[src/rtl/scfr_pkg.sv]
package scfr_pkg;

	localparam int BYTE_W = 8;
	localparam int IDX_W  = 5;

	localparam logic [BYTE_W-1:0] HEADER_RESET = 8'hFD;

	typedef enum logic [2:0] {
		PH_HUNT = 3'd0,
		PH_LEN  = 3'd1,
		PH_TYPE = 3'd2,
		PH_DATA = 3'd3,
		PH_SUM  = 3'd4
	} phase_t;

	typedef enum logic {
		KIND_PAYLOAD   = 1'b0,
		KIND_FRAME_END = 1'b1
	} kind_t;

	typedef struct packed {
		kind_t             item_kind;
		logic [BYTE_W-1:0] payload_byte;
		logic [IDX_W-1:0]  payload_index;
		logic [BYTE_W-1:0] frame_type;
		logic [IDX_W-1:0]  frame_length;
		logic              checksum_ok;
		logic [BYTE_W-1:0] received_sum;
		logic [BYTE_W-1:0] computed_sum;
	} result_t;

endpackage

[src/rtl/sum_checksum_frame_receiver.sv]
// Byte-serial frame receiver: HEADER, LEN, TYPE, PAYLOAD[LEN-1], CHECKSUM.
// Input channel: in_valid / in_stall with rx_byte, one received byte per beat.
// Output channel: out_valid / out_stall with the result fields. Each payload
// byte goes out as a payload beat (item_kind 0) with its index; the checksum
// byte gives one frame-end beat (item_kind 1) with type, length, both sums
// and checksum_ok. Header, length and type bytes give no output beat.
// header_we / header_wdata write the header byte to hunt for (reset 0xFD);
// write it only while the block is idle.
// Path: a byte taken on the input lands in the input register, is parsed
// there, and its result is loaded into the output register, from which it
// is offered on the output channel.
// Throughput is one byte per cycle while no stalled result blocks the
// input, set by the state update and running 8-bit sum made per byte.
// When out_stall holds a waiting result, the input register cannot hand on
// its byte, even one that gives no result; in_stall rises while the input
// register is full and the output register holds a stalled beat.
// Reset clears both registers and sends the parser back to hunting.
module sum_checksum_frame_receiver #(
	parameter int FRAME_BUFFER_BYTES = 32
) (
	input  logic                        clk,
	input  logic                        arst_n,
	input  logic                        header_we,
	input  logic [scfr_pkg::BYTE_W-1:0] header_wdata,
	input  logic                        in_valid,
	output logic                        in_stall,
	input  logic [scfr_pkg::BYTE_W-1:0] rx_byte,
	output logic                        out_valid,
	input  logic                        out_stall,
	output logic                        item_kind,
	output logic [scfr_pkg::BYTE_W-1:0] payload_byte,
	output logic [scfr_pkg::IDX_W-1:0]  payload_index,
	output logic [scfr_pkg::BYTE_W-1:0] frame_type,
	output logic [scfr_pkg::IDX_W-1:0]  frame_length,
	output logic                        checksum_ok,
	output logic [scfr_pkg::BYTE_W-1:0] received_sum,
	output logic [scfr_pkg::BYTE_W-1:0] computed_sum
);

	logic [scfr_pkg::BYTE_W-1:0] header_q;
	logic valid_s1;
	logic [scfr_pkg::BYTE_W-1:0] rx_byte_s1;
	logic out_ready;
	logic advance;
	logic in_accept;
	logic res_valid;
	scfr_pkg::result_t res;
	scfr_pkg::result_t out_data;

	assign advance   = valid_s1 && out_ready;
	assign in_stall  = valid_s1 && !out_ready;
	assign in_accept = in_valid && !in_stall;

	always_ff @(posedge clk or negedge arst_n) begin
		if (!arst_n) begin
			header_q <= scfr_pkg::HEADER_RESET;
		end else if (header_we) begin
			header_q <= header_wdata;
		end
	end

	always_ff @(posedge clk or negedge arst_n) begin
		if (!arst_n) begin
			valid_s1 <= 1'b0;
		end else if (in_accept) begin
			valid_s1 <= 1'b1;
		end else if (advance) begin
			valid_s1 <= 1'b0;
		end
	end

	always_ff @(posedge clk) begin
		if (in_accept) begin
			rx_byte_s1 <= rx_byte;
		end
	end

	scfr_parser #(
		.FRAME_BUFFER_BYTES(FRAME_BUFFER_BYTES)
	) u_parser (
		.clk        (clk),
		.arst_n     (arst_n),
		.step       (advance),
		.rx_byte    (rx_byte_s1),
		.header_byte(header_q),
		.res_valid  (res_valid),
		.res        (res)
	);

	scfr_out_reg u_out_reg (
		.clk       (clk),
		.arst_n    (arst_n),
		.load      (advance),
		.load_valid(res_valid),
		.load_data (res),
		.out_stall (out_stall),
		.ready     (out_ready),
		.out_valid (out_valid),
		.out_data  (out_data)
	);

	assign item_kind     = out_data.item_kind;
	assign payload_byte  = out_data.payload_byte;
	assign payload_index = out_data.payload_index;
	assign frame_type    = out_data.frame_type;
	assign frame_length  = out_data.frame_length;
	assign checksum_ok   = out_data.checksum_ok;
	assign received_sum  = out_data.received_sum;
	assign computed_sum  = out_data.computed_sum;

`ifndef SYNTHESIS
	a_stall_needs_byte: assert property (@(posedge clk) disable iff (!arst_n)
		in_stall |-> (valid_s1 && out_valid && out_stall))
		else $error("input stalled without a blocked byte");

	a_held_byte_kept: assert property (@(posedge clk) disable iff (!arst_n)
		in_stall |=> (valid_s1 && $stable(rx_byte_s1)))
		else $error("blocked byte lost from input register");
`endif

endmodule

[src/rtl/scfr_parser.sv]
module scfr_parser #(
	parameter int FRAME_BUFFER_BYTES = 32
) (
	input  logic                        clk,
	input  logic                        arst_n,
	input  logic                        step,
	input  logic [scfr_pkg::BYTE_W-1:0] rx_byte,
	input  logic [scfr_pkg::BYTE_W-1:0] header_byte,
	output logic                        res_valid,
	output scfr_pkg::result_t           res
);

	localparam int LEN_W = $clog2(FRAME_BUFFER_BYTES - 2);
	localparam logic [scfr_pkg::BYTE_W-1:0] MAX_LEN =
		scfr_pkg::BYTE_W'(FRAME_BUFFER_BYTES - 3);

	scfr_pkg::phase_t phase_q, phase_d;
	logic [LEN_W-1:0] len_q;
	logic [LEN_W-1:0] cnt_q;
	logic [scfr_pkg::BYTE_W-1:0] type_q;
	logic [scfr_pkg::BYTE_W-1:0] sum_q;
	logic [scfr_pkg::BYTE_W-1:0] sum_add;
	logic len_ok;
	logic data_done;
	logic [LEN_W+scfr_pkg::IDX_W-1:0] idx_ext;
	logic [LEN_W+scfr_pkg::IDX_W-1:0] len_ext;

	assign len_ok    = (rx_byte != '0) && (rx_byte <= MAX_LEN);
	assign sum_add   = sum_q + rx_byte;
	// last payload beat once count after this one reaches length minus one
	assign data_done = ({1'b0, cnt_q} + (LEN_W+1)'(2)) >= {1'b0, len_q};
	assign idx_ext   = {{scfr_pkg::IDX_W{1'b0}}, cnt_q};
	assign len_ext   = {{scfr_pkg::IDX_W{1'b0}}, len_q};

	always_comb begin
		phase_d = phase_q;
		case (phase_q)
			scfr_pkg::PH_HUNT: begin
				if (rx_byte == header_byte) phase_d = scfr_pkg::PH_LEN;
			end
			scfr_pkg::PH_LEN: begin
				phase_d = len_ok ? scfr_pkg::PH_TYPE : scfr_pkg::PH_HUNT;
			end
			scfr_pkg::PH_TYPE: begin
				phase_d = (len_q == LEN_W'(1)) ? scfr_pkg::PH_SUM : scfr_pkg::PH_DATA;
			end
			scfr_pkg::PH_DATA: begin
				phase_d = data_done ? scfr_pkg::PH_SUM : scfr_pkg::PH_DATA;
			end
			scfr_pkg::PH_SUM: begin
				phase_d = scfr_pkg::PH_HUNT;
			end
			default: begin
				phase_d = scfr_pkg::PH_HUNT;
			end
		endcase
	end

	always_comb begin
		res_valid         = 1'b0;
		res.item_kind     = scfr_pkg::KIND_PAYLOAD;
		res.payload_byte  = '0;
		res.payload_index = '0;
		res.frame_type    = type_q;
		res.frame_length  = len_ext[scfr_pkg::IDX_W-1:0];
		res.checksum_ok   = 1'b0;
		res.received_sum  = '0;
		res.computed_sum  = '0;
		case (phase_q)
			scfr_pkg::PH_DATA: begin
				res_valid         = 1'b1;
				res.payload_byte  = rx_byte;
				res.payload_index = idx_ext[scfr_pkg::IDX_W-1:0];
			end
			scfr_pkg::PH_SUM: begin
				res_valid        = 1'b1;
				res.item_kind    = scfr_pkg::KIND_FRAME_END;
				res.checksum_ok  = (rx_byte == sum_q);
				res.received_sum = rx_byte;
				res.computed_sum = sum_q;
			end
			default: begin
				res_valid = 1'b0;
			end
		endcase
	end

	always_ff @(posedge clk or negedge arst_n) begin
		if (!arst_n) begin
			phase_q <= scfr_pkg::PH_HUNT;
			len_q   <= '0;
			cnt_q   <= '0;
			type_q  <= '0;
			sum_q   <= '0;
		end else if (step) begin
			phase_q <= phase_d;
			case (phase_q)
				scfr_pkg::PH_LEN: begin
					if (len_ok) begin
						len_q <= rx_byte[LEN_W-1:0];
						cnt_q <= '0;
						sum_q <= rx_byte;
					end
				end
				scfr_pkg::PH_TYPE: begin
					type_q <= rx_byte;
					sum_q  <= sum_add;
				end
				scfr_pkg::PH_DATA: begin
					sum_q <= sum_add;
					cnt_q <= cnt_q + LEN_W'(1);
				end
				default: begin
					sum_q <= sum_q;
				end
			endcase
		end
	end

`ifndef SYNTHESIS
	a_hunt_no_result: assert property (@(posedge clk) disable iff (!arst_n)
		(phase_q == scfr_pkg::PH_HUNT || phase_q == scfr_pkg::PH_LEN ||
		 phase_q == scfr_pkg::PH_TYPE) |-> !res_valid)
		else $error("result raised outside payload or checksum phase");

	a_sum_to_hunt: assert property (@(posedge clk) disable iff (!arst_n)
		(step && phase_q == scfr_pkg::PH_SUM) |=> phase_q == scfr_pkg::PH_HUNT)
		else $error("checksum beat did not return to hunting");

	a_data_in_range: assert property (@(posedge clk) disable iff (!arst_n)
		(phase_q == scfr_pkg::PH_DATA) |->
		({1'b0, cnt_q} + (LEN_W+1)'(2)) <= {1'b0, len_q})
		else $error("payload count ran past frame length");
`endif

endmodule

[src/rtl/scfr_out_reg.sv]
module scfr_out_reg (
	input  logic              clk,
	input  logic              arst_n,
	input  logic              load,
	input  logic              load_valid,
	input  scfr_pkg::result_t load_data,
	input  logic              out_stall,
	output logic              ready,
	output logic              out_valid,
	output scfr_pkg::result_t out_data
);

	logic valid_q;
	scfr_pkg::result_t data_q;

	// slot is free when empty or being taken this cycle
	assign ready     = !valid_q || !out_stall;
	assign out_valid = valid_q;
	assign out_data  = data_q;

	always_ff @(posedge clk or negedge arst_n) begin
		if (!arst_n) begin
			valid_q <= 1'b0;
		end else if (ready) begin
			valid_q <= load && load_valid;
		end
	end

	always_ff @(posedge clk) begin
		if (ready && load && load_valid) begin
			data_q <= load_data;
		end
	end

endmodule
[config.mk]
export PLATFORM = sky130hd
export DESIGN_NAME = sum_checksum_frame_receiver
export DESIGN_NICKNAME = d
export VERILOG_FILES = /design/src/rtl/scfr_pkg.sv /design/src/rtl/sum_checksum_frame_receiver.sv /design/src/rtl/scfr_parser.sv /design/src/rtl/scfr_out_reg.sv
export SDC_FILE = /design/constraint.sdc
export NUM_CORES = 1
export LEC_CHECK = 0
export ABC_AREA = 1
export BUFFER_PORTS_ARGS = -buffer_cell sky130_fd_sc_hd__buf_2
export CAP_MARGIN = 20
export CORE_ASPECT_RATIO = 1.5
export CORE_MARGIN = 1.5
export CORE_UTILIZATION = 55
export DETAILED_ROUTE_END_ITERATION = 7
export GPL_ROUTABILITY_DRIVEN = 0
export GPL_TIMING_DRIVEN = 1
export HOLD_SLACK_MARGIN = 0.02
export PLACE_DENSITY = 0.75
export SETUP_SLACK_MARGIN = 0.5
export SLEW_MARGIN = 20
export SYNTH_ARGS = -nofsm -noshare
export SYNTH_HDL_FRONTEND = slang
export SYNTH_SLANG_ARGS = --single-unit
[constraint.sdc]
create_clock -name clk -period 8.4 [get_ports clk]
set_input_delay 1.68 -clock clk [delete_from_list [all_inputs] [get_ports clk]]
set_output_delay 1.68 -clock clk [all_outputs]
set_load 0.05 [all_outputs]
---- Word-level counts from Yosys, hierarchy flattened ----
Index checks and enable logic that the tools add are counted.
storage, ports and cells
  register bits after elaboration ......... 91
  bits in latches ......................... 0
  memory bits (writable) .................. 0
  bits in read-only memories .............. 0
  input bits .............................. 21
  output and inout port bits .............. 46
  memories ................................ 0
operators by class
  add/sub/neg operators ................... 3
  multiply operators ...................... 0
  div/mod/pow operators ................... 0
  order comparisons ....................... 2
  equal/unequal tests ..................... 9
  shift-type cells ........................ 0
  mux-type cells .......................... 13
  bitwise gates (word level) .............. 0
  reduce and logical (&&, ||, !) cells .... 24
operator list
  cell                                                                               count
  8-bit equality test                                                                2
  8-bit one-hot mux with 2 select lines                                              1
  3-bit one-hot mux with 4 select lines                                              1
  5-bit one-hot mux with 2 select lines                                              1
  3-bit 2-to-1 mux                                                                   3
  3-bit AND reduction                                                                3
  8-bit adder                                                                        1
  8-bit by 5-bit less-or-equal comparator with 1-bit output (second input constant)  1
  8-bit 2-to-1 mux                                                                   1
  8-bit nonzero test                                                                 1
  1-bit logical AND                                                                  7
  5-bit by 2-bit adder with 6-bit output (second input constant)                     1
  3-bit by 2-bit equality test with 1-bit output (second input constant)             2
  6-bit by 5-bit greater-or-equal comparator with 1-bit output                       1
  2-bit nonzero test                                                                 3
  5-bit by 1-bit adder with 5-bit output (second input constant)                     1
  5-bit by 1-bit equality test with 1-bit output (second input constant)             1
  5-bit 2-to-1 mux                                                                   1
  1-bit zero test                                                                    4
  1-bit 2-to-1 mux                                                                   4
  2-bit by 1-bit inequality test with 1-bit output (second input constant)           2
  2-bit AND reduction                                                                2
  2-bit OR reduction                                                                 2
  3-bit by 1-bit equality test with 1-bit output (second input constant)             1
  4 further kinds                                                                    4

---- Longest topological paths before layout ----
  word-level depth ........................ 7
  gate-level depth with buffers ........... 12
  depth with buffers taken out ............ 12

---- By module ----
A second synthesis with hierarchy kept.
second synthesis, totals
  cells, all modules ...................... 443
  area total of the unflattened synthesis .. 4287.9 um^2
by module, submodules not included
  module                       instances  cells each  area each (um^2)
  scfr_parser                  1          343         2299.7
  scfr_out_reg                 1          50          1370.1
  sum_checksum_frame_receiver  1          50          618.1

---- Least setup slack after synthesis ----
OpenSTA, ideal clock, no wires.
  path type ............................... input -> register
  start point ............................. input out_stall
  end point ............................... register u_out_reg.data_q, in the netlist u_out_reg.out_data[0], enable pin
  library setup time ...................... 0.445 ns
  arrival time ............................ 3.797 ns
  slack ................................... 4.158 ns
  stages .................................. 3
  path buffers ............................ 0
  cell sequence ........................... nand2_1 > nand2_1 > nor2_1
between the ends
  cells in the longest elaborated chain, start to end .. 5
ends and longest elaborated chain
  what                               line                               text
  start: declaration                 sum_checksum_frame_receiver.sv:29  input logic out_stall,
  1-bit zero test *                  scfr_out_reg.sv:17                 assign ready = !valid_q || !out_stall;
  1-bit logical OR *                 scfr_out_reg.sv:17
  1-bit logical AND                  sum_checksum_frame_receiver.sv:50  assign advance = valid_s1 && out_ready;
  1-bit logical AND * (2 in series)  scfr_out_reg.sv:30                 if (ready && load && load_valid) begin
  end signal: assignment             scfr_out_reg.sv:31                 data_q <= load_data;
  end: declaration                   scfr_out_reg.sv:14                 scfr_pkg::result_t data_q;
Every way passes the cells marked *; elsewhere a longest branch is shown, timed or not.
A chain may end at the register's enable or synchronous reset.

---- Worst setup path in the final report ----
  start point ............................. input out_stall
  end point ............................... output in_stall
between the ends
  cells in the longest elaborated chain, start to end .. 4
ends and longest elaborated chain
  what               line                               text
  1-bit zero test    scfr_out_reg.sv:17
  1-bit logical OR   scfr_out_reg.sv:17
  1-bit zero test    sum_checksum_frame_receiver.sv:51  assign in_stall = valid_s1 && !out_ready;
  1-bit logical AND  sum_checksum_frame_receiver.sv:51
  end: declaration   sum_checksum_frame_receiver.sv:26  output logic in_stall,
No other way between the ends.

==> flow_summary.ini <==
[drt]
drt_wl_total_mm = 7.98
ant_nets = 0
drtPass1Iterations = 5
drtIter0Drc = 190
vias = 3042
vias_per_cell = 5.01
route.detailed.drc = 0
wire_per_inst_um = 13.1

[setup_path]
cp_data_arrival_time_ns = 2.21
critPathKind = input port to output port
cp-end-kind = output port
r2r_slack_ns = 6.21
r2r_end = u_out_reg.out_data[4]$_SDFFCE_PN0P_
start_kind = input port
worstSetupStartpoint = out_stall
reg2reg_depth = 6
worstPathRequired_ns = 6.72
cp-endpoint = in_stall
crit_path_max_fanout = 5
crit-reg2reg-launch = u_parser.phase_q[0]$_DFFE_PN0P_

[timing]
min_period_ns = 3.89
final_hold_viol_count = 0
tns_ns = 0
slew_violations = 0
rsz0062_at_grt = no
skew_ns = 0.00821
setup_viol = 0
fin_crit_sh_pct = 46.3
fin_ws_ns = 4.51
max_freq_mhz = 257
worst_pin_slew_ns = 0.896
holdWs_ns = 0.453
maxSlewHeadroom_pct = 40.3

[clocking]
cts-resized-gates = 0
holdBufCountCts = 0
cts_tree = done
clockRootBuffer = clkbuf_16
cts_setup_buffers = 0
cts_made_buffers = 9
numClockSinks = 91
h-tree-depth = 3
clkTransAtPathRegs_ns = 0.07
clk-insertion-delay-late_ns = 0.34
clock_path_buffers = 2

[yosys]
netlist.area_leader.share_pct = 36.9
synth_async_sr_flop_share_pct = 42.9
avgSynthCellArea_um2 = 9.86
ys_seq_elements = 91
synth_fp_nets = 465
synth_area_um2 = 4230
synth_top_cell_by_area = edfxtp_1
synthTopCellsByCount = nand2_1 (114), inv_1 (53), edfxtp_1 (52)
ys_top_cells_by_area = edfxtp_1 (37%), dfrtp_1 (19%), nand2_1 (10%)
synth.most_common_cell = nand2_1
synth_ff_type = edfxtp_1
ys_warn_count = 0
yosys.cell_types.count = 32
syn_inst = 429
ys_seq_area_share_pct = 60.2
synth-edff-count = 52

[die]
num_rows = 39
die_h_um = 110
die-area_um2 = 8240
ios = 67
fp.dieW_um = 74.6
core_um2 = 7510
start_util_pct = 56.3

[place]
dp.cells = 590
dp_hpwl_mm = 5.76
pre_cts_ws_ns = 4.51
port_buffers = 66

[global_routing]
grt-ovfl-total = 0
grt_antenna_before_repair = 0
grt_max_degree = 45
grt_pass1_vias = 2861
grt_pass1_wl_mm = 13.3
track_usage_pct = 21.7

[job]
drv_cap = 0

[final_layout]
nNetsFinal = 536
utilization_pct = 65.9
instances_no_fill = 607
area_delta_synth_final_pct = 17.0
layout-drive-gt1-share_pct = 22.2
diodes = 0

[pwr]
power_switching_share_pct = 37.9
leakage_nw = 2.26
intPower_mw = 0.926
p_seq_share_pct = 42.8
pwr-share-clk_pct = 25.2
combPwrFrac_pct = 32.0
irDropWorstVdd_mv = 0.159
cellPowerDensity_nw_per_um2 = 301
p_sw_mw = 0.564

[outcome]
outcome = complete, no violations

[hold_path]
min_path_type = register to register
routing by layer:
metal	vias to the layer above	global-route usage, %	part of all wire (%)
met1	1398	25.9	40
met4	0	10.4	2.6
li1	1534	-	-
met2	92	36.4	53
met3	18	4.47	4.5
met5	-	0	0
layout make-up:
cell class,count,area [um2]
fillers,607,2560
repair buffers,67,358
multi-input cells,274,1430
clock buffers,10,229
flip-flops and latches,91,2550
inverters,57,214
well taps,102,128
clock inverters,6,48.8
registers in the layout (all words and copies together) (netlist names), 3 cells and up:
register            count
u_parser.type_q         8
u_parser.phase_q        3
u_parser.len_q          5
u_parser.cnt_q          5
u_out_reg.out_data     44
header_q                8
u_parser.sum_q          8
rx_byte_s1              8
power groups by stage:
stage | clock network (mW) | registers [mW] | logic, mW
2_1_floorplan | 0 | 0.718 | 0.292
3_3_place_gp | 0 | 0.642 | 0.455
3_5_place_dp | 0 | 0.646 | 0.470
4_1_cts | 0.379 | 0.638 | 0.474
5_1_grt | 0.397 | 0.648 | 0.539
6_report | 0.376 | 0.637 | 0.477
logic make-up after synthesis:
logic type | share of synthesized area [%]
DFF | 60.2
buffers and inverters | 6.24
xor gates and xnor gates | 2.07
AOI/OAI and AO/OA | 4.76
muxes | 0.799
and+or+nand+nor | 21.3
adders and majority gates | 4.61
critical path, stage by stage:
cell,delay [ns]
buf_2,0.07
nand2_1,0.09
nor2_1,0.10
buf_2,0.26
worst min-delay path by stage:
stage                                        start  cells past startpoint                          endpoint  slack (ns)
floorplan           u_parser.type_q[0]$_DFFE_PN0P_                      0  u_out_reg.out_data[22]$_DFFE_PP_        0.43
global placement    u_parser.type_q[0]$_DFFE_PN0P_                      0  u_out_reg.out_data[22]$_DFFE_PP_        0.43
detailed placement  u_parser.type_q[0]$_DFFE_PN0P_                      0  u_out_reg.out_data[22]$_DFFE_PP_        0.44
CTS                 u_parser.type_q[0]$_DFFE_PN0P_                      0  u_out_reg.out_data[22]$_DFFE_PP_        0.45
global route        u_parser.type_q[4]$_DFFE_PN0P_                      0  u_out_reg.out_data[26]$_DFFE_PP_        0.47
finish              u_parser.type_q[0]$_DFFE_PN0P_                      0  u_out_reg.out_data[22]$_DFFE_PP_        0.45
per-stage QoR:
stage                     power [mW]  area, um2
after floorplan                 1.01       4230
after global placement          1.10       4650
after detailed placement        1.12       4650
after CTS                       1.49       4920
after global routing            1.58       4950
final                           1.49       4950
layout by cell type, fill, tap and decap left out, types with 2 or more instances in the layout:
| cell | Yosys | routed |
|---|---|---|
| ha_1 | 14 | 14 |
| inv_2 | 4 | 4 |
| o21ai_1 | 7 | 7 |
| buf_2 | 1 | 66 |
| clkinv_4 | 0 | 3 |
| o21ai_0 | 21 | 21 |
| edfxtp_1 | 52 | 52 |
| nand4_1 | 6 | 6 |
| inv_6 | 0 | 2 |
| dfstp_2 | 7 | 7 |
| clkbuf_16 | 0 | 9 |
| o21ai_2 | 3 | 3 |
| a21oi_1 | 4 | 4 |
| mux2_2 | 3 | 3 |
| nand2_1 | 114 | 114 |
| nor2_4 | 4 | 5 |
| nor3_1 | 2 | 2 |
| nand3_1 | 23 | 23 |
| nor2_1 | 50 | 49 |
| inv_1 | 53 | 53 |
| nand2_2 | 2 | 2 |
| xnor2_1 | 5 | 5 |
| dfrtp_1 | 32 | 32 |
| xor2_1 | 5 | 5 |
| nor2_2 | 2 | 2 |
| nand2_4 | 2 | 2 |
Power figures use the tool's default switching activity.
